<file path="config.mk">
export PLATFORM = sky130hd
export DESIGN_NAME = can_bit_timing_search_top
export DESIGN_NICKNAME = d
export VERILOG_FILES = /design/src/sv/cbts_pkg.sv /design/src/sv/can_bit_timing_search_top.sv /design/src/sv/cbts_ctrl.sv /design/src/sv/cbts_dpath.sv
export SDC_FILE = /design/constraint.sdc
export NUM_CORES = 1
export LEC_CHECK = 0
export BUFFER_PORTS_ARGS = -buffer_cell sky130_fd_sc_hd__buf_2
export CAP_MARGIN = 20
export CORE_ASPECT_RATIO = 0.75
export CORE_UTILIZATION = 45
export CTS_BUF_LIST = sky130_fd_sc_hd__clkbuf_8
export DETAILED_ROUTE_END_ITERATION = 12
export PLACE_DENSITY = 0.74
export SKIP_LAST_GASP = 1
export SYNTH_ARGS = -nofsm -noshare
export SYNTH_HDL_FRONTEND = slang
export SYNTH_HIERARCHICAL = 1
export SYNTH_SLANG_ARGS = --single-unit
</file>
<file path="constraint.sdc">
create_clock -name clock -period 9.15 [get_ports clock]
set_input_delay 1.83 -clock clock [delete_from_list [all_inputs] [get_ports clock]]
set_output_delay 1.83 -clock clock [all_outputs]
set_load 0.02 [all_outputs]
</file>
<file path="src/sv/cbts_pkg.sv">
package cbts_pkg;

   localparam int unsigned CLK_W    = 27;
   localparam int unsigned RATE_W   = 20;
   localparam int unsigned DIVD_W   = 4;
   localparam int unsigned WORD_W   = 15;
   localparam int unsigned QNT_W    = 6;
   localparam int unsigned SEG_W    = 5;
   localparam int unsigned STEP_W   = 10;
   localparam int unsigned PROD_W   = 14;
   localparam int unsigned CNT_W    = 5;

   localparam logic [CLK_W-1:0]  CLK_RESET = CLK_W'(48000000);
   localparam logic [CNT_W-1:0]  DIV_LAST  = CNT_W'(CLK_W - 1);
   localparam logic [SEG_W-1:0]  SEG_MIN   = SEG_W'(3);
   localparam logic [SEG_W-1:0]  SEG_MAX   = SEG_W'(17);
   localparam logic [QNT_W-1:0]  QNT_MIN   = QNT_W'(1);
   localparam logic [QNT_W-1:0]  QNT_MAX   = QNT_W'(32);
   localparam logic [DIVD_W-1:0] DIVD_MAX  = DIVD_W'(15);
   localparam logic [1:0]        SJW_MAX   = 2'd3;

   typedef enum logic [1:0] {
      ST_IDLE,
      ST_DIVIDE,
      ST_SEARCH,
      ST_DONE
   } state_type;

   typedef struct packed {
      logic start;
      logic div_step;
      logic search_step;
      logic res_load;
      logic rsp_load;
   } cmd_type;

   typedef struct packed {
      logic rate_zero;
      logic div_last;
      logic match;
      logic cand_last;
   } status_type;

endpackage

</file>
<file path="src/sv/can_bit_timing_search_top.sv">
// channel  direction  handshake             payload
// req      in         req_valid/req_stall   req_bit_rate[19:0]
// rsp      out        rsp_valid/rsp_stall   rsp_found, rsp_clock_divider[3:0],
//                                           rsp_timing_word[14:0]
// csr      in         csr_wr_en             csr_wr_data[26:0]
//
// One item at a time: accept in idle, a bit-serial divide of the clock by
// the rate, then one candidate a cycle (up to 7680), then the output load.
// A zero rate skips divide and search.
// Synchronous reset sets the clock register to 48000000 and idles the block.
// A result held by rsp_stall does not block the next accept; a finished
// search waits only for the output register to free.
module can_bit_timing_search_top
   import cbts_pkg::*;
(
   input  logic              clock,
   input  logic              reset,
   input  logic              csr_wr_en,
   input  logic [CLK_W-1:0]  csr_wr_data,
   input  logic              req_valid,
   output logic              req_stall,
   input  logic [RATE_W-1:0] req_bit_rate,
   output logic              rsp_valid,
   input  logic              rsp_stall,
   output logic              rsp_found,
   output logic [DIVD_W-1:0] rsp_clock_divider,
   output logic [WORD_W-1:0] rsp_timing_word
);

   cmd_type    cmd;
   status_type status;

   cbts_ctrl u_ctrl (
      .clock     (clock),
      .reset     (reset),
      .req_valid (req_valid),
      .req_stall (req_stall),
      .rsp_valid (rsp_valid),
      .rsp_stall (rsp_stall),
      .status    (status),
      .cmd       (cmd)
   );

   cbts_dpath u_dpath (
      .clock             (clock),
      .reset             (reset),
      .csr_wr_en         (csr_wr_en),
      .csr_wr_data       (csr_wr_data),
      .req_bit_rate      (req_bit_rate),
      .cmd               (cmd),
      .status            (status),
      .rsp_found         (rsp_found),
      .rsp_clock_divider (rsp_clock_divider),
      .rsp_timing_word   (rsp_timing_word)
   );

endmodule

</file>
<file path="src/sv/cbts_ctrl.sv">
module cbts_ctrl
   import cbts_pkg::*;
(
   input  logic       clock,
   input  logic       reset,
   input  logic       req_valid,
   output logic       req_stall,
   output logic       rsp_valid,
   input  logic       rsp_stall,
   input  status_type status,
   output cmd_type    cmd
);

   state_type state_ff, state_in;
   logic      rsp_valid_ff, rsp_valid_in;

   always_ff @(posedge clock) begin
      if (reset) begin
         state_ff     <= ST_IDLE;
         rsp_valid_ff <= 1'b0;
      end else begin
         state_ff     <= state_in;
         rsp_valid_ff <= rsp_valid_in;
      end
   end

   always_comb begin
      state_in  = state_ff;
      cmd       = '0;
      req_stall = 1'b1;
      unique case (state_ff)
         ST_IDLE: begin
            req_stall = 1'b0;
            if (req_valid) begin
               cmd.start = 1'b1;
               state_in  = status.rate_zero ? ST_DONE : ST_DIVIDE;
            end
         end
         ST_DIVIDE: begin
            cmd.div_step = 1'b1;
            if (status.div_last) begin
               state_in = ST_SEARCH;
            end
         end
         ST_SEARCH: begin
            if (status.match) begin
               cmd.res_load = 1'b1;
               state_in     = ST_DONE;
            end else if (status.cand_last) begin
               state_in = ST_DONE;
            end else begin
               cmd.search_step = 1'b1;
            end
         end
         ST_DONE: begin
            if (!rsp_valid_ff || !rsp_stall) begin
               cmd.rsp_load = 1'b1;
               state_in     = ST_IDLE;
            end
         end
         default: state_in = ST_IDLE;
      endcase
   end

   always_comb begin
      if (cmd.rsp_load) begin
         rsp_valid_in = 1'b1;
      end else if (!rsp_stall) begin
         rsp_valid_in = 1'b0;
      end else begin
         rsp_valid_in = rsp_valid_ff;
      end
   end

   assign rsp_valid = rsp_valid_ff;

endmodule

</file>
<file path="src/sv/cbts_dpath.sv">
module cbts_dpath
   import cbts_pkg::*;
(
   input  logic              clock,
   input  logic              reset,
   input  logic              csr_wr_en,
   input  logic [CLK_W-1:0]  csr_wr_data,
   input  logic [RATE_W-1:0] req_bit_rate,
   input  cmd_type           cmd,
   output status_type        status,
   output logic              rsp_found,
   output logic [DIVD_W-1:0] rsp_clock_divider,
   output logic [WORD_W-1:0] rsp_timing_word
);

   logic [CLK_W-1:0]  clk_hz_ff;
   logic [RATE_W-1:0] divisor_ff;
   logic [RATE_W-1:0] rem_ff, rem_in;
   logic [CLK_W-1:0]  quo_ff, quo_in;
   logic [CNT_W-1:0]  cnt_ff;
   logic [RATE_W:0]   trial;
   logic [RATE_W:0]   diff;

   logic [DIVD_W-1:0] d_ff, d_in;
   logic [QNT_W-1:0]  q_ff, q_in;
   logic [SEG_W-1:0]  s_ff, s_in;
   logic [STEP_W-1:0] step_ff, step_in, step_next;
   logic [PROD_W-1:0] prod_ff, prod_in;
   logic [DIVD_W:0]   d_plus1;

   logic [3:0]        r_seg;
   logic [2:0]        seg1;
   logic [2:0]        seg2;
   logic [1:0]        sjw;
   logic [QNT_W-1:0]  q_minus1;

   logic              res_found_ff;
   logic [DIVD_W-1:0] res_div_ff;
   logic [WORD_W-1:0] res_word_ff;
   logic              rsp_found_ff;
   logic [DIVD_W-1:0] rsp_div_ff;
   logic [WORD_W-1:0] rsp_word_ff;

   always_ff @(posedge clock) begin
      if (reset) begin
         clk_hz_ff <= CLK_RESET;
      end else if (csr_wr_en) begin
         clk_hz_ff <= csr_wr_data;
      end
   end

   // restoring divide, one quotient bit a cycle
   assign trial  = {rem_ff, quo_ff[CLK_W-1]};
   assign diff   = trial - {1'b0, divisor_ff};
   assign rem_in = diff[RATE_W] ? trial[RATE_W-1:0] : diff[RATE_W-1:0];
   assign quo_in = {quo_ff[CLK_W-2:0], ~diff[RATE_W]};

   always_ff @(posedge clock) begin
      if (cmd.start) begin
         divisor_ff <= req_bit_rate;
         rem_ff     <= '0;
         quo_ff     <= clk_hz_ff;
         cnt_ff     <= '0;
      end else if (cmd.div_step) begin
         rem_ff <= rem_in;
         quo_ff <= quo_in;
         cnt_ff <= cnt_ff + CNT_W'(1);
      end
   end

   // walk candidates; product kept as a running sum
   assign d_plus1 = {1'b0, d_ff} + (DIVD_W+1)'(1);

   always_comb begin
      d_in      = d_ff;
      q_in      = q_ff;
      s_in      = s_ff;
      step_in   = step_ff;
      prod_in   = prod_ff;
      step_next = step_ff;
      if (s_ff != SEG_MAX) begin
         s_in    = s_ff + SEG_W'(1);
         prod_in = prod_ff + PROD_W'(step_ff);
      end else begin
         s_in = SEG_MIN;
         if (q_ff != QNT_MAX) begin
            q_in      = q_ff + QNT_W'(1);
            step_next = step_ff + STEP_W'(d_plus1);
         end else begin
            q_in      = QNT_MIN;
            d_in      = d_ff + DIVD_W'(1);
            step_next = STEP_W'(d_plus1) + STEP_W'(1);
         end
         step_in = step_next;
         prod_in = PROD_W'({step_next, 1'b0}) + PROD_W'(step_next);
      end
   end

   always_ff @(posedge clock) begin
      if (cmd.start) begin
         d_ff    <= '0;
         q_ff    <= QNT_MIN;
         s_ff    <= SEG_MIN;
         step_ff <= STEP_W'(1);
         prod_ff <= PROD_W'(3);
      end else if (cmd.search_step) begin
         d_ff    <= d_in;
         q_ff    <= q_in;
         s_ff    <= s_in;
         step_ff <= step_in;
         prod_ff <= prod_in;
      end
   end

   assign r_seg    = 4'(s_ff - SEG_MIN);
   assign seg1     = r_seg[3:1];
   assign seg2     = 3'(r_seg - {1'b0, seg1});
   assign sjw      = (seg1 > {1'b0, SJW_MAX}) ? SJW_MAX : seg1[1:0];
   assign q_minus1 = q_ff - QNT_W'(1);

   always_ff @(posedge clock) begin
      if (cmd.start) begin
         res_found_ff <= 1'b0;
         res_div_ff   <= '0;
         res_word_ff  <= '0;
      end else if (cmd.res_load) begin
         res_found_ff <= 1'b1;
         res_div_ff   <= d_ff;
         res_word_ff  <= {seg2, {1'b0, seg1}, sjw, q_minus1};
      end
   end

   always_ff @(posedge clock) begin
      if (cmd.rsp_load) begin
         rsp_found_ff <= res_found_ff;
         rsp_div_ff   <= res_div_ff;
         rsp_word_ff  <= res_word_ff;
      end
   end

   assign status.rate_zero = (req_bit_rate == '0);
   assign status.div_last  = (cnt_ff == DIV_LAST);
   assign status.match     = (quo_ff == CLK_W'(prod_ff));
   assign status.cand_last = (s_ff == SEG_MAX) && (q_ff == QNT_MAX) && (d_ff == DIVD_MAX);

   assign rsp_found         = rsp_found_ff;
   assign rsp_clock_divider = rsp_div_ff;
   assign rsp_timing_word   = rsp_word_ff;

endmodule
</file>
== Yosys cells after proc, flatten, opt, wreduce, memory -nomap -nowiden ==
Cells that the tools add are included.

* Register bits: 179
* Input bits: 52
* Output and inout bits: 22
* Logic and storage cells: 89

* Add/sub/neg operators: 13
* Magnitude comparators: 1
* Eq/ne operators: 15
* Mux-type cells: 28
* Bitwise operators: 3
* Reduce and logical (&&, ||, !) cells: 11

{| class="wikitable"
|+ Operators by type and width
! kind !! number
|-
| 2-to-1 mux 27 bit || 2
|-
| == test 27 x 14 -> 1 bit || 1
|-
| subtractor 21 x 20 -> 21 bit || 1
|-
| zero test 20 bit || 1
|-
| 2-to-1 mux 10 bit || 2
|-
| 2-to-1 mux 20 bit || 1
|-
| 2-to-1 mux 2 bit || 8
|-
| adder 14 x 10 -> 14 bit || 1
|-
| 2-to-1 mux 14 bit || 1
|-
| adder 11 x 10 -> 12 bit || 1
|-
| 2-to-1 mux 1 bit || 11
|-
| adder 10 x 5 -> 10 bit || 1
|-
| adder 5 x 1 -> 5 bit (second input constant) || 2
|-
| == test 5 bit (second input constant) || 2
|-
| case mux 2 bit (4 select lines) || 1
|-
| adder 5 x 1 -> 6 bit (second input constant) || 1
|-
| adder 6 x 1 -> 6 bit (second input constant) || 1
|-
| == test 6 bit (second input constant) || 1
|-
| 2-to-1 mux 6 bit || 1
|-
| inequality test 6 bit (second input constant) || 1
|-
| subtractor 6 x 1 -> 6 bit (second input constant) || 1
|-
| adder 4 x 1 -> 5 bit (second input constant) || 1
|-
| 2-to-1 mux 5 bit || 1
|-
| inequality test 5 bit (second input constant) || 1
|-
| 19 further kinds || 26
|}

== Longest topological paths before layout ==
* Depth in word-level cells: 7
* Mapped depth: 20
* Depth with buffers taken out: 19

== Hierarchy ==
Netlist, hierarchy kept.

{| class="wikitable"
|+ By module, submodules not included
! module !! instances !! cells an instance !! area an instance (sq um) !! seq. area each (sq um)
|-
| cbts_dpath || 1 || 1005 || 9751.9 || 4184.0
|-
| cbts_ctrl || 1 || 28 || 285.3 || 60.1
|}

== Worst setup path before layout ==
No wires, ideal clock.

* Path type: register -> register
* Start: register u_dpath.d_ff[0]
* End: register u_dpath.prod_ff[10]
* Setup time: 0.074 ns
* Data arrival time: 3.745 ns
* Data required time: 9.076 ns
* Setup slack: 5.330 ns
* Cell stages (with the launch flop): 19
* Buffers on the path: 1
* Clock period less this slack: 3.820 ns
* Cell sequence: dfxtp_1 clkbuf_1 inv_1 ha_1 inv_1 ha_1 a21o_1 a21oi_1 o21bai_1 a21o_1 nand3_1 xor2_1 nor2_1 ha_1 a211o_1 or4_1 a21oi_1 nand2_1 a31oi_1

* Longest elaborated chain between the ends: 6
* Elaborated cells between the ends (all ways): 12
* Classes of those cells: 4 x add/sub; 1 x eq/ne; 6 x mux; 1 x reduce/logical

{| class="wikitable"
|+ RTL lines
! what !! line !! source
|-
| from (decl) || cbts_dpath.sv:24 || <nowiki>logic [DIVD_W-1:0] d_ff, d_in;</nowiki>
|-
| from (signal assigned) || cbts_dpath.sv:107 || <nowiki>d_ff <= d_in;</nowiki>
|-
| adder 4 x 1 -> 5 bit (*) || cbts_dpath.sv:72 || <nowiki>assign d_plus1 = {1'b0, d_ff} + (DIVD_W+1)'(1);</nowiki>
|-
| net u_dpath.d_plus1[0] || cbts_dpath.sv:29 || <nowiki>logic [DIVD_W:0] d_plus1;</nowiki>
|-
| adder 10 x 5 -> 10 bit / adder 5 x 1 -> 6 bit (equally long branches) || cbts_dpath.sv:88, cbts_dpath.sv:92 ||
|-
| 2-to-1 mux 10 bit (*) || cbts_dpath.sv:86 || <nowiki>if (q_ff != QNT_MAX) begin</nowiki>
|-
| 2-to-1 mux 10 bit (*) || cbts_dpath.sv:81 || <nowiki>if (s_ff != SEG_MAX) begin</nowiki>
|-
| adder 11 x 10 -> 12 bit (*) || cbts_dpath.sv:95 || <nowiki>prod_in = PROD_W'({step_next, 1'b0}) + PROD_W'(step_next);</nowiki>
|-
| 2-to-1 mux 14 bit (*) || cbts_dpath.sv:81 ||
|-
| to (signal assigned) || cbts_dpath.sv:111 || <nowiki>prod_ff <= prod_in;</nowiki>
|-
| to (decl) || cbts_dpath.sv:28 || <nowiki>logic [PROD_W-1:0] prod_ff, prod_in;</nowiki>
|}

Mark *: on every way through the listed nets, which the timed path passes. The rest lies on a longest branch. The select of a mux whose other input is x is not followed.
A chain may end at the register's enable or synchronous reset.

== Final worst setup path ==
* Start: register u_dpath.d_ff[0]
* End: register u_dpath.prod_ff[9]

Same word-level chain as after synthesis.

==> results.yml <==
route:
  remaining_drc_errors: 0
  ant_nets: 0
  first_iter_violations: 608
  vias: 7657
  viasPerCell: 5.53
  postRouteWirelength_um: 21800
  drt-pass1-iter-count: 5
  wl_per_cell_um: 15.8
logic_synthesis:
  postSynth.asyncResetShare_pct: 0
  synthSimpleGateAreaFrac_pct: 16.0
  syn_area_um2: 10000
  yosys.area_share.xor_xnor_pct: 6.11
  ys_seq_area_share_pct: 42.3
  synthAdderAreaFrac_pct: 9.15
  synth_edf_count: 66
  syn_area_per_cell_um2: 9.72
  synth_top_area_cell: "dfxtp_1"
  synth_cell_types: 76
  ys.flop_type: "dfxtp_1"
  syn-instance-count: 1033
  synth_top_family_by_area: "compound AO/OA/AOI/OAI gates"
  synth_compound_area_share_pct: 16.3
  muxShareOfSynthArea_pct: 5.72
  synth_warnings: 6
  synth-seq-cells: 179
  synth_top_area_share_pct: 22.5
  synth.area.top_cells: "dfxtp_1 (23%), edfxtp_1 (20%), ha_1 (8.4%)"
  synth_nets: 1156
sta:
  setup_tns_ns: 0
  hold_viol: 0
  max_slew_margin_pct: 40.4
  min_period_ns: 4.10
  fin_ws_ns: 5.05
  timing.fmax_ghz: 0.244
  rsz0062_at_grt: "false"
  setup_violations: 0
  tightest_slew_ns: 0.885
  fin_crit_sh_pct: 44.8
  finClkSkew_ns: 0.0168
  finalMaxSlewViolations: 0
final_layout:
  fill_cells: 1929
  fin_util_pct: 51.2
  nNetsFinal: 1206
  diodes: 0
  drive_gt1_share_pct: 16.3
  syn_to_final_growth_pct: 9.86
  final_cell_mix: "nor2_1 (121), dfxtp_1 (113), buf_2 (72)"
  final_common_cell: "nor2_1"
placed_design:
  numPortBuffers: 72
  hpwlAfterDp_um: 15600
  gp_congestion: 0.925
  dp_slack_ns: 5.04
global_routing:
  track_usage_pct: 19.8
  grt_max_degree: 68
  first_global_vias: 7192
  grt_pass1_wl_um: 36500
  grt_overflow: 0
  antenna_found_initial: 0
min_path:
  hold_path_class: "reg2reg"
cts:
  clkLatencyLatePin_ns: 0.48
  cts_max_path_buffers: 2
  root_buffer: "clkbuf_8"
  numCtsBuffers: 17
  cts_resized: 0
  htree_levels: 4
  cts.sinks: 179
  postCtsHoldBufs: 0
  cts_setup_buffers: 0
  cts_tree: "done"
  clkTransAtPathRegs_ns: 0.11
worst_setup_path:
  cp.required_ns: 9.49
  endpoint_kind: "register"
  start_kind: "register"
  cpMaxStageDelayCell: "dfxtp_1"
  worstPathMaxFanout: 7
  path_cells: "inv_1 -> ha_1 -> inv_1 -> ha_1 -> a21o_1 -> a21oi_1 -> o21bai_1 -> a21o_1 -> nand3_1 -> xor2_1 -> nor2_1 -> ha_1 -> a211o_1 -> o211a_1 -> or3_1 -> a31oi_1 -> a311oi_1"
  max_stage_delay_ns: 0.48
  cp_top_family: "compound AO/OA/AOI/OAI gates"
  path_buf_inv: 2
  cpMostUsedCell: "ha_1"
  crit_type: "reg2reg"
  crit_arrival_ns: 4.44
floorplanning:
  num_io_pins: 74
  die_h_um: 131
  die_x_um: 174
  dieArea_um2: 22900
  core_area_um2: 21500
  initial_utilization_pct: 46.6
  fp-row-count: 46
power_and_ir_drop:
  p_per_area_nw_per_um2: 272
  p_leak_nw: 4.51
  max-vdd-ir-drop_uv: 175
status:
  status: "complete, no violations"
flow_run:
  maxCapViolCount: 0
==> cells by family after synthesis <==
kind of cell               after synthesis
adders and majority gates               71
buffers and inverters                  109
muxes                                   54
and+or+nand+nor                        327
DFF                                    179
AOI/OAI and AO/OA                      222
xor gates and xnor gates                70
other                                    1
==> through the flow <==
| stage | instance area (um^2) | power, mW | instances | hold WS (ns) |
|---|---|---|---|---|
| 2_1_floorplan | 10000 | 2.16 | 1033 | 0.408 |
| 3_3_place_gp | 10600 | 2.41 | 1350 | 0.415 |
| 3_5_place_dp | 10600 | 2.44 | 1350 | 0.413 |
| 4_1_cts | 11000 | 2.98 | 1382 | 0.439 |
| 5_1_grt | 11000 | 3.21 | 1384 | 0.457 |
| 6_report | 11000 | 3.00 | 1384 | 0.440 |
==> power by group <==
part           switching [mW]  leakage [nW]  total [mW]  internal (mW)
Clock                   0.333         0.201       0.539          0.206
Sequential              0.136          1.56        1.17           1.04
Combinational           0.750          2.75        1.28          0.534
==> path summary, 6_finish.rpt <==
path              depth (start not counted)                          end               startpoint  slack [ns]
setup / recovery                         17           u_dpath/prod_ff[9]          u_dpath/d_ff[0]        5.05
hold / removal                            0  u_dpath/rsp_timing_word[10]  u_dpath/res_word_ff[10]        0.44
setup reg to reg                         17           u_dpath/prod_ff[9]          u_dpath/d_ff[0]        5.05
hold reg to reg                           0  u_dpath/rsp_timing_word[10]  u_dpath/res_word_ff[10]        0.44
==> cell usage after synthesis (20+ instances only) <==
master    number
clkbuf_1      30
edfxtp_1      66
dfxtp_1      113
nand2_1       63
a21oi_1       43
o21ai_0       36
nand3_1       23
a211oi_1      20
ha_1          67
xor2_1        25
xnor2_1       45
nor2_1       121
mux2i_1       27
inv_1         58
mux2_2        27
nor3_1        24
==> worst reg2reg max path: stages, from the launching register on <==
cell and delay [ns]:
dfxtp_1 0.48, inv_1 0.13, ha_1 0.39, inv_1 0.08
ha_1 0.27, a21o_1 0.16, a21oi_1 0.26, o21bai_1 0.09
a21o_1 0.23, nand3_1 0.13, xor2_1 0.16, nor2_1 0.08
ha_1 0.34, a211o_1 0.33, o211a_1 0.23, or3_1 0.30
a31oi_1 0.19, a311oi_1 0.11
==> metal layers <==
metal / global-route usage, % / vias up / wire, um
met1: 29.5 / 3596 / 11300
met3: 4.17 / 27 / 1170
met5: 0 / - / 0
met2: 28.0 / 202 / 8990
met4: 6.38 / 0 / 376
li1: - / 3832 / -
==> cell type report <==
cell class	instances	area [um^2]	share of cell area, %
multi-input cells	745	5360	48.6
flip-flops and latches	179	4240	38.5
repair buffers	80	448	4.06
well taps	288	360	3.27
clock buffers	17	234	2.12
inverters	60	225	2.04
clock inverters	15	159	1.44
==> flip-flops by register name, indices dropped and copies added (netlist names), 2 cells and up <==
signal and cells:
u_ctrl/state_ff 2, u_dpath/clk_hz_ff 27, u_dpath/cnt_ff 5, u_dpath/d_ff 4
u_dpath/divisor_ff 20, u_dpath/prod_ff 14, u_dpath/q_ff 6, u_dpath/quo_ff 27
u_dpath/rem_ff 20, u_dpath/res_div_ff 4, u_dpath/res_word_ff 14, u_dpath/rsp_clock_divider 4
u_dpath/rsp_timing_word 14, u_dpath/s_ff 5, u_dpath/step_ff 10
(Power assumes the default switching activity.)
